**config.mk**
```make
export PLATFORM = sky130hd
export DESIGN_NAME = sorted_list_insert_delete_unit
export DESIGN_NICKNAME = d
export VERILOG_FILES = /design/src/hdl/slid_pkg.sv /design/src/hdl/slid_cell.sv /design/src/hdl/sorted_list_insert_delete_unit.sv
export SDC_FILE = /design/constraint.sdc
export NUM_CORES = 2
export LEC_CHECK = 0
export ABC_CLOCK_PERIOD_IN_PS = 6600
export BUFFER_PORTS_ARGS = -buffer_cell sky130_fd_sc_hd__buf_2
export CORE_MARGIN = 1
export CORE_UTILIZATION = 40
export CTS_CLUSTER_SIZE = 14
export DETAILED_ROUTE_END_ITERATION = 10
export REMOVE_ABC_BUFFERS = 1
export SYNTH_ARGS = -nofsm -noshare
export SYNTH_HDL_FRONTEND = slang
export SYNTH_SLANG_ARGS = --single-unit
```
**constraint.sdc**
```tcl
create_clock -name aclk -period 6.6 [get_ports aclk]
set_input_delay 0 -clock aclk [delete_from_list [all_inputs] [get_ports aclk]]
set_output_delay 0 -clock aclk [all_outputs]
set_load 0.005 [all_outputs]
```
**src/hdl/slid_pkg.sv**
```systemverilog
// ----------------------------------------------------------------------------
// slid_pkg: shared types and constants for the sorted list unit
// Sizes, result status codes and the cell control struct.
// ----------------------------------------------------------------------------
`default_nettype none

package slid_pkg;

    localparam int CAPACITY    = 16;
    localparam int VALUE_WIDTH = 32;
    localparam int POS_W       = 4;
    localparam int CNT_W       = $clog2(CAPACITY + 1);

    // result tdata packing: status, position, count, smallest, largest
    localparam int OUT_BITS    = 2 + POS_W + CNT_W + 2 * VALUE_WIDTH;
    localparam int OUT_W       = ((OUT_BITS + 7) / 8) * 8;
    localparam int IN_W        = ((VALUE_WIDTH + 7) / 8) * 8;

    typedef enum logic [1:0] {
        ST_DONE      = 2'd0,
        ST_FULL      = 2'd1,
        ST_EMPTY     = 2'd2,
        ST_NOT_FOUND = 2'd3
    } slid_status_t;

    typedef enum logic {
        KIND_INSERT = 1'b0,
        KIND_DELETE = 1'b1
    } slid_kind_t;

    // broadcast to every cell for one request
    typedef struct packed {
        logic ins;  // insert commits this cycle
        logic del;  // delete commits this cycle
    } slid_ctl_t;

endpackage

`default_nettype wire

```
**src/hdl/slid_cell.sv**
```systemverilog
// ----------------------------------------------------------------------------
// slid_cell: one slot of the sorted list
// Holds one entry, compares it with the request value and shifts with its
// neighbors on insert (up) or delete (down).
// ----------------------------------------------------------------------------
`default_nettype none

module slid_cell
    import slid_pkg::*;
(
    input  wire logic                          aclk,
    input  wire slid_ctl_t                     ctl,
    input  wire logic                          valid,       // slot holds a live entry
    input  wire logic signed [VALUE_WIDTH-1:0] value,
    input  wire logic signed [VALUE_WIDTH-1:0] left_entry,
    input  wire logic                          left_gt,
    input  wire logic signed [VALUE_WIDTH-1:0] right_entry,
    input  wire logic                          right_le,
    output logic signed [VALUE_WIDTH-1:0]      entry,
    output logic                               gt,          // value < entry
    output logic                               le,          // entry <= value
    output logic                               eq
);

    logic signed [VALUE_WIDTH-1:0] entry_reg;
    logic signed [VALUE_WIDTH-1:0] entry_next;
    logic                          lt_v;

    assign lt_v  = value < entry_reg;
    assign gt    = valid & lt_v;
    assign le    = valid & ~lt_v;
    assign eq    = valid & (entry_reg == value);
    assign entry = entry_reg;

    always_comb begin
        entry_next = entry_reg;
        if (ctl.ins) begin
            if (left_gt) begin
                entry_next = left_entry;
            end else if (gt || !valid) begin
                entry_next = value;
            end
        end else if (ctl.del) begin
            if (!right_le) begin
                entry_next = right_entry;
            end
        end
    end

    always_ff @(posedge aclk) begin
        entry_reg <= entry_next;
    end

endmodule

`default_nettype wire

```
**src/hdl/sorted_list_insert_delete_unit.sv**
```systemverilog
// ----------------------------------------------------------------------------
// sorted_list_insert_delete_unit: bounded ascending list with insert/delete
// Accepted requests pass the pending stage, then the output register.
// Throughput: one request per cycle while the output is not stalled; the cell row updates in the accept cycle.
// Reset: aresetn (sync, active low) empties the list and drops both valids;
//   entry contents are not cleared and are never read before being written.
// ----------------------------------------------------------------------------
`default_nettype none

module sorted_list_insert_delete_unit
    import slid_pkg::*;
(
    input  wire logic             aclk,
    input  wire logic             aresetn,

    input  wire logic             s_tvalid,
    output logic                  s_tready,
    input  wire logic [IN_W-1:0]  s_tdata,   // [31:0] value (signed)
    input  wire logic             s_tuser,   // [0] kind: 0 insert, 1 delete

    output logic                  m_tvalid,
    input  wire logic             m_tready,
    output logic [OUT_W-1:0]      m_tdata    // [1:0] status, [5:2] position,
                                             // [10:6] count_after,
                                             // [42:11] smallest, [74:43] largest
);

    // ------------------------------------------------------------------
    // Request decode
    // ------------------------------------------------------------------
    logic                          s_accept;
    logic signed [VALUE_WIDTH-1:0] in_value;
    slid_kind_t                    in_kind;

    assign s_accept = s_tvalid & s_tready;
    assign in_value = signed'(s_tdata[VALUE_WIDTH-1:0]);
    assign in_kind  = slid_kind_t'(s_tuser);

    // ------------------------------------------------------------------
    // List state: entry count plus the row of cells
    // ------------------------------------------------------------------
    logic [CNT_W-1:0] count_reg;
    logic [CNT_W-1:0] count_next;

    logic signed [VALUE_WIDTH-1:0] ent [CAPACITY];
    logic [CAPACITY-1:0]           gt_vec;
    logic [CAPACITY-1:0]           le_vec;
    logic [CAPACITY-1:0]           eq_vec;
    logic [CAPACITY-1:0]           valid_vec;
    slid_ctl_t                     ctl;

    genvar gi;
    generate
        for (gi = 0; gi < CAPACITY; gi++) begin : g_cell
            logic signed [VALUE_WIDTH-1:0] l_entry;
            logic                          l_gt;
            logic signed [VALUE_WIDTH-1:0] r_entry;
            logic                          r_le;

            assign valid_vec[gi] = count_reg > CNT_W'(gi);

            if (gi == 0) begin : g_first
                assign l_entry = in_value;
                assign l_gt    = 1'b0;
            end else begin : g_mid_l
                assign l_entry = ent[gi-1];
                assign l_gt    = gt_vec[gi-1];
            end

            // the top cell sees an empty slot above it
            if (gi == CAPACITY - 1) begin : g_last
                assign r_entry = ent[gi];
                assign r_le    = 1'b0;
            end else begin : g_mid_r
                assign r_entry = ent[gi+1];
                assign r_le    = le_vec[gi+1];
            end

            slid_cell u_cell (
                .aclk        (aclk),
                .ctl         (ctl),
                .valid       (valid_vec[gi]),
                .value       (in_value),
                .left_entry  (l_entry),
                .left_gt     (l_gt),
                .right_entry (r_entry),
                .right_le    (r_le),
                .entry       (ent[gi]),
                .gt          (gt_vec[gi]),
                .le          (le_vec[gi]),
                .eq          (eq_vec[gi])
            );
        end
    endgenerate

    // ------------------------------------------------------------------
    // Position and status. le_vec is a thermometer over live entries,
    // so its length is the insert slot; the last equal entry sits one
    // below it.
    // ------------------------------------------------------------------
    logic [CNT_W-1:0]  n_le;
    logic              is_full;
    logic              is_empty;
    logic              found;
    slid_status_t      status_calc;
    logic [POS_W-1:0]  pos_calc;

    always_comb begin
        n_le = '0;
        for (int i = 0; i < CAPACITY; i++) begin
            if (le_vec[i]) begin
                n_le = CNT_W'(i + 1);
            end
        end
    end

    assign is_full  = count_reg == CNT_W'(CAPACITY);
    assign is_empty = count_reg == '0;
    assign found    = |eq_vec;

    always_comb begin
        status_calc = ST_DONE;
        pos_calc    = '0;
        ctl         = '0;
        count_next  = count_reg;
        case (in_kind)
            KIND_INSERT: begin
                if (is_full) begin
                    status_calc = ST_FULL;
                end else begin
                    pos_calc   = n_le[POS_W-1:0];
                    ctl.ins    = s_accept;
                    count_next = count_reg + CNT_W'(1);
                end
            end
            KIND_DELETE: begin
                if (is_empty) begin
                    status_calc = ST_EMPTY;
                end else if (!found) begin
                    status_calc = ST_NOT_FOUND;
                end else begin
                    pos_calc   = POS_W'(n_le - CNT_W'(1));
                    ctl.del    = s_accept;
                    count_next = count_reg - CNT_W'(1);
                end
            end
            default: begin
                status_calc = ST_DONE;
            end
        endcase
    end

    // ------------------------------------------------------------------
    // Pending stage: status and position are registered while the cells
    // settle, then merge with head/tail into the output register.
    // ------------------------------------------------------------------
    logic             pend_reg;
    slid_status_t     pend_status_reg;
    logic [POS_W-1:0] pend_pos_reg;
    logic             m_tvalid_reg;
    logic [OUT_W-1:0] m_tdata_reg;
    logic             out_load;

    assign out_load = pend_reg & (~m_tvalid_reg | m_tready);
    assign s_tready = ~pend_reg | out_load;

    always_ff @(posedge aclk) begin
        if (!aresetn) begin
            count_reg    <= '0;
            pend_reg     <= 1'b0;
            m_tvalid_reg <= 1'b0;
        end else begin
            if (s_accept) begin
                count_reg <= count_next;
                pend_reg  <= 1'b1;
            end else if (out_load) begin
                pend_reg  <= 1'b0;
            end

            if (out_load) begin
                m_tvalid_reg <= 1'b1;
            end else if (m_tready) begin
                m_tvalid_reg <= 1'b0;
            end
        end
    end

    always_ff @(posedge aclk) begin
        if (s_accept) begin
            pend_status_reg <= status_calc;
            pend_pos_reg    <= pos_calc;
        end
    end

    // head and tail of the list as it stands after the pending request
    logic [POS_W-1:0]              tail_idx;
    logic signed [VALUE_WIDTH-1:0] head_val;
    logic signed [VALUE_WIDTH-1:0] tail_val;
    logic [OUT_BITS-1:0]           out_word;

    assign tail_idx = POS_W'(count_reg - CNT_W'(1));
    assign head_val = is_empty ? '0 : ent[0];
    assign tail_val = is_empty ? '0 : ent[tail_idx];
    assign out_word = {tail_val, head_val, count_reg, pend_pos_reg, pend_status_reg};

    always_ff @(posedge aclk) begin
        if (out_load) begin
            m_tdata_reg <= OUT_W'(out_word);
        end
    end

    assign m_tvalid = m_tvalid_reg;
    assign m_tdata  = m_tdata_reg;

endmodule

`default_nettype wire

```
---- Yosys cells after proc, flatten, opt, wreduce, memory -nomap -nowiden ----
Index checks and enable logic that the tools add are counted.
word-level totals
  word-level logic and storage cells ...... 352
  output and inout port bits .............. 82
  register bits after elaboration ......... 600
operators by class
  muxes and demuxes ....................... 116
  reductions and logical operators ........ 55
  bitwise operators ....................... 72
  $add $sub $neg .......................... 3
  equality and inequality tests ........... 50
  magnitude comparators ................... 33
operator list
  kind                                                                             count
  32-bit 2-to-1 mux                                                                78
  32-bit == test                                                                   16
  32-bit less-than comparator                                                      16
  32-bit binary-select mux with 4-bit select                                       1
  4-bit 2-to-1 mux                                                                 18
  1-bit bitwise AND                                                                50
  3-bit AND reduction                                                              15
  3-bit by 1-bit != test with 1-bit output, second input constant                  14
  5-bit by 4-bit greater-than comparator with 1-bit output, second input constant  8
  2-bit != test, second input constant                                             17
  5-bit by 3-bit greater-than comparator with 1-bit output, second input constant  4
  1-bit inverter                                                                   19
  1-bit zero test                                                                  16
  1-bit logical OR                                                                 16
  16-bit OR reduction                                                              1
  5-bit 2-to-1 mux                                                                 3
  1-bit 2-to-1 mux                                                                 11
  5-bit by 1-bit greater-than comparator with 1-bit output, second input constant  2
  5-bit by 2-bit greater-than comparator with 1-bit output, second input constant  2
  5-bit case mux with 2 select lines                                               1
  4-bit case mux with 2 select lines                                               1
  2-bit nonzero test                                                               4
  5-bit by 1-bit adder with 5-bit output, second input constant                    1
  5-bit == test, second input constant                                             1
  other kinds (11)                                                                 14

---- Depth between registers and ports, before layout ----
  word-level depth ........................ 23
  gate-level depth with buffers ........... 18
  depth with buffers taken out ............ 17

---- Modules after synthesis ----
Synthesis repeated with hierarchy kept, for this count alone.
second synthesis, totals
  cells, all modules ...................... 4802
  area total of the unflattened synthesis .. 48327.6 µm²
by module, submodules not included
  module                             sequential area each (µm²)  times used  area each (µm²)  cells an instance
  slid_cell at g_cell[0].u_cell ...  960.9                       15          2517.4           264
  sorted_list_insert_delete_unit     2572.5                      1           8064.0           572
  slid_cell at g_cell[15].u_cell     960.9                       1           2502.4           270

---- Worst setup path after synthesis ----
OpenSTA, ideal clock, no wires.
  path type ............................... flip-flop to flip-flop
  start ................................... reg count_reg[0]
  end ..................................... reg g_cell[12].u_cell.entry_reg[0] (enable)
  period minus slack after synthesis ...... 6.170 ns
  setup slack ............................. 0.430 ns
  stages on the path, launching flop included .. 18
  buffers on the path ..................... 5
  arrival time ............................ 5.690 ns
  data required time ...................... 6.120 ns
  library setup time ...................... 0.480 ns
  cell sequence ........................... dfxtp_1 buf_2 clkbuf_1 clkbuf_1 inv_1 ha_1 nor3b_2 and2_1 buf_2 nor2_1 nand3_1 nand4_1 nor4_1 a31oi_1 and2_1 o21ai_1 buf_2 a311oi_1
on the way
  longest elaborated chain between the ends .. 8
  elaborated cells between the ends (all ways) .. 49
  those cells by class .................... 16 x order compare; 3 x eq/ne; 5 x mux; 19 x bitwise; 6 x reduce/logical
RTL lines
  item                                                                              line                                   RTL
  from (decl)                                                                       sorted_list_insert_delete_unit.sv:42   logic [CNT_W-1:0] count_reg;
  from (signal assigned)                                                            sorted_list_insert_delete_unit.sv:174  count_reg <= count_next;
  5-bit by 1-bit greater-than comparator with 1-bit output (tied with other cells)  sorted_list_insert_delete_unit.sv:60   assign valid_vec[gi] = count_reg > CNT_W'(gi);
  1-bit bitwise AND                                                                 slid_cell.sv:32                        assign eq = valid & (entry_reg == value);
  16-bit OR reduction                                                               sorted_list_insert_delete_unit.sv:119  assign found = |eq_vec;
  1-bit 2-to-1 mux                                                                  sorted_list_insert_delete_unit.sv:139  end else if (!found) begin
  1-bit 2-to-1 mux                                                                  sorted_list_insert_delete_unit.sv:137  if (is_empty) begin
  1-bit 2-to-1 mux                                                                  sorted_list_insert_delete_unit.sv:126  case (in_kind)
  2-bit nonzero test (no source line)                                               --
  3-bit AND reduction (no source line) *                                            --
  to (signal assigned)                                                              slid_cell.sv:51                        entry_reg <= entry_next;
  to (decl)                                                                         slid_cell.sv:25                        logic signed [VALUE_WIDTH-1:0] entry_reg;
Every way passes the cells marked *; elsewhere a longest branch is shown, timed or not.
A chain may end at the register's enable or synchronous reset.

---- Final worst setup path ----
  start ................................... reg g_cell[13].u_cell.entry_reg[31]
  end ..................................... reg g_cell[4].u_cell.entry_reg[6] (enable)
on the way
  longest elaborated chain between the ends .. 8
RTL lines
  item                                  line
  from (decl)                           slid_cell.sv:25
  from (signal assigned)                slid_cell.sv:51
  32-bit == test                        slid_cell.sv:32
  1-bit bitwise AND                     slid_cell.sv:32
  16-bit OR reduction                   sorted_list_insert_delete_unit.sv:119
  1-bit 2-to-1 mux                      sorted_list_insert_delete_unit.sv:139
  1-bit 2-to-1 mux                      sorted_list_insert_delete_unit.sv:137
  1-bit 2-to-1 mux                      sorted_list_insert_delete_unit.sv:126
  2-bit nonzero test (no source line)   --
  3-bit AND reduction (no source line)  --
  to (signal assigned)                  slid_cell.sv:51
  to (decl)                             slid_cell.sv:25
No other way between the ends.

==> flow_summary.json <==
{
  "outcome": "finished with violations",
  "violations": "DRC",
  "placed_cells": 6495,
  "synth_top_area_share_pct": 38.5,
  "final_nets": 5645,
  "end_kind": "register",
  "synthToLayoutAreaGrowth_pct": 10.8,
  "grt_pass1_vias": 36314,
  "initial_core_util_pct": 40.4,
  "fin_ws_ns": 1.01,
  "peakVddDrop_v": 0.000179,
  "rows": 124,
  "setup_violations": 0,
  "finalHoldViolations": 0,
  "synth_top_family_by_area": "compound AO/OA/AOI/OAI gates",
  "numCtsBuffers": 74,
  "synth_edf_count": 593,
  "critPathKind": "register to register",
  "place.gp.congestion": 1.01,
  "wl_per_cell_um": 24.8,
  "io-pin-count": 119,
  "largest_reg_flops": 512,
  "r2r_end": "g_cell[4].u_cell.entry[6]",
  "fin_hold_ws_ns": 0.0371,
  "synth_simple_gate_area_share_pct": 14.1,
  "io_buffers": 113,
  "cts_root_buffer": "clkbuf_16",
  "power_mw": 11.4,
  "period_needed_ns": 5.59,
  "die_area_um2": 117000,
  "ys_ff_latch": 600,
  "synthTopCellsByArea": "edfxtp_1, ha_1, mux4_2, a21oi_1, o21ai_0",
  "hold_end": "g_cell[15].u_cell.entry[21]",
  "design_area_um2": 51200,
  "overflow": 0,
  "grt_max_degree": 274,
  "fin_skew_ns": 0.0370,
  "fp.dieH_um": 342,
  "grt_pass1_wl_um": 240000,
  "worstPathMaxFanout": 32,
  "drc": 32,
  "hold_path_depth": 3,
  "max-slew-margin-rel_pct": 14.0,
  "regArea_um2": 18000,
  "syn-cell-area_um2": 46300,
  "drive_gt1_share_pct": 10.6,
  "fin_setup_tns_ns": 0,
  "synthTopCellsByCount": "nand2_1, edfxtp_1, a21oi_1, o21ai_0, inv_1",
  "clkSlewWorstSetupHoldPaths_ns": 0.06,
  "placed_area_um2": 48700,
  "synth.most_common_cell": "nand2_1",
  "muxShareOfSynthArea_pct": 9.85,
  "clock.fmax_mhz": 179,
  "async_flop_share_pct": 0,
  "worstMarginPinSlew_ns": 1.28,
  "grt_antenna_before_repair": 5,
  "synth_cell_types": 85,
  "cts_buffer_depth": 3,
  "min_from": "s_tdata[21]",
  "ant_nets": 0,
  "rsz0062_at_grt": "no",
  "synth_flop_cell": "edfxtp_1",
  "maxCapViolations": 0,
  "power_density_nw_per_um2": 223,
  "synth_xor_area_share_pct": 0.133,
  "multi_input_area_um2": 25500,
  "ys_warn_count": 0,
  "clock-sinks": 600,
  "required_ns": 6.87,
  "synth-adder-area-share_pct": 14.0,
  "critPathArrivalTime_ns": 5.86,
  "coreArea_um2": 115000,
  "clk-insertion-delay-late_ns": 0.67,
  "rr_worst_depth": 14,
  "fin_util_pct": 44.8,
  "htreeDepth": 3,
  "r2r-start": "g_cell[13].u_cell.entry[31]",
  "grt.total_usage_pct": 27.7,
  "syn_inst": 5076,
  "vias_per_cell": 5.89,
  "final_cell_count_no_fill": 6658,
  "power.leakage_nw": 21.7,
  "drt_iter0_markers": 4609,
  "vias": 39208,
  "cp-start-kind": "register",
  "final_max_slew_viol_count": 0,
  "syn_area_per_cell_um2": 9.11,
  "pre_cts_slack_ns": 1.25,
  "cts_tree": "yes",
  "hold_path.class": "input pin to register",
  "rrSetupSlack_ns": 1.01,
  "synth_compound_area_share_pct": 16.2,
  "cts_resized": 0,
  "routed_wl_um": 165000,
  "startpoint": "g_cell[13].u_cell.entry[31]",
  "detail_route.first_pass.iterations": 11,
  "fillers": 11054,
  "dieWidth_um": 342,
  "seq_area_frac_synth_pct": 38.8,
  "synth_top_area_cell": "edfxtp_1",
  "finalCritPeriodShare_pct": 84.7,
  "place_hpwl_um": 121000
}
[worst max-delay path by stage]
stage	endpoint	cells past startpoint	slack [ns]
2_1_floorplan	g_cell[0].u_cell.entry[0]	6	-19.42
3_3_place_gp	g_cell[4].u_cell.entry[10]	14	1.26
3_5_place_dp	g_cell[4].u_cell.entry[11]	14	1.25
4_1_cts	g_cell[4].u_cell.entry[6]	14	1.23
5_1_grt	g_cell[4].u_cell.entry[6]	14	0.95
6_report	g_cell[4].u_cell.entry[6]	14	1.01
[placed cells by master, fill, tap and decap left out, types with 7 or more instances in the layout]
cell type,n
buf_4,98
mux4_2,160
nand2_1,629
inv_1,522
nor2_1,484
o21a_1,17
o211ai_1,20
a21o_1,50
o21ai_1,56
ha_1,517
nor3_1,45
a211oi_1,26
and4_1,9
a21oi_1,539
o22ai_1,10
nor4_1,21
a31oi_1,16
nand4_1,103
dlygate4sd3_1,31
nand3_1,66
nand2b_1,17
buf_2,113
clkinv_1,10
a2111oi_0,9
clkbuf_1,22
o21bai_1,7
clkinv_2,14
mux2i_1,90
o21ai_0,538
nand2_2,9
a311oi_4,8
clkbuf_16,75
and2_1,38
nor2b_1,30
edfxtp_1,593
[per-layer routing]
layer  share of wire [%]  GRT usage, %  vias up
li1                    -             -    18269
met1                  41          37.3    18892
met2                  47          45.2     1764
met3                 8.3          4.34      281
met4                 3.4          9.21        2
met5              0.0079             0        -
[power by group]
part	switching, mW	leakage (nW)	internal [mW]
Sequential	0.178	5.66	4.53
Combinational	1.78	14.9	1.04
Clock	1.76	1.08	2.17
Total	3.71	21.7	7.74
[cells by family (layout without fill, tap and decap cells)]
logic type,count (synthesis),count (layout)
AO/OA/AOI/OAI,1362,1362
adder cells (fa/ha/maj),518,518
flip-flops,600,600
AND/OR/NAND/NOR,1496,1496
XOR/XNOR,7,7
other,1,8
multiplexers,254,254
buffers and inverters,838,901
[critical path, stage by stage, from the launching register on]
cell,delay [ns]
edfxtp_1,0.38
inv_1,0.06
ha_1,0.56
nand4_1,0.23
nor3_1,0.61
and3_1,0.48
nand2_1,0.24
o22ai_1,0.22
nor4_1,0.09
a31oi_1,0.56
and2_1,0.36
o21ai_4,0.19
buf_4,0.30
a311oi_4,0.27
buf_4,0.61
[what timing repair did]
item                                   4_1_cts  5_1_grt
setup buffers                                0        0
endpoints found under the hold margin      114        0
hold buffers                                31        0
[layout make-up]
cell class	count	area share (%)
timing repair buffer	247	3.34
antenna	3	0.0147
sequential	600	35.0
clock inverter	32	0.466
clock buffer	97	3.82
multi-input combinational	3642	49.8
tap	1512	3.69
inverter	525	3.85
Power figures use the tool's default switching activity.
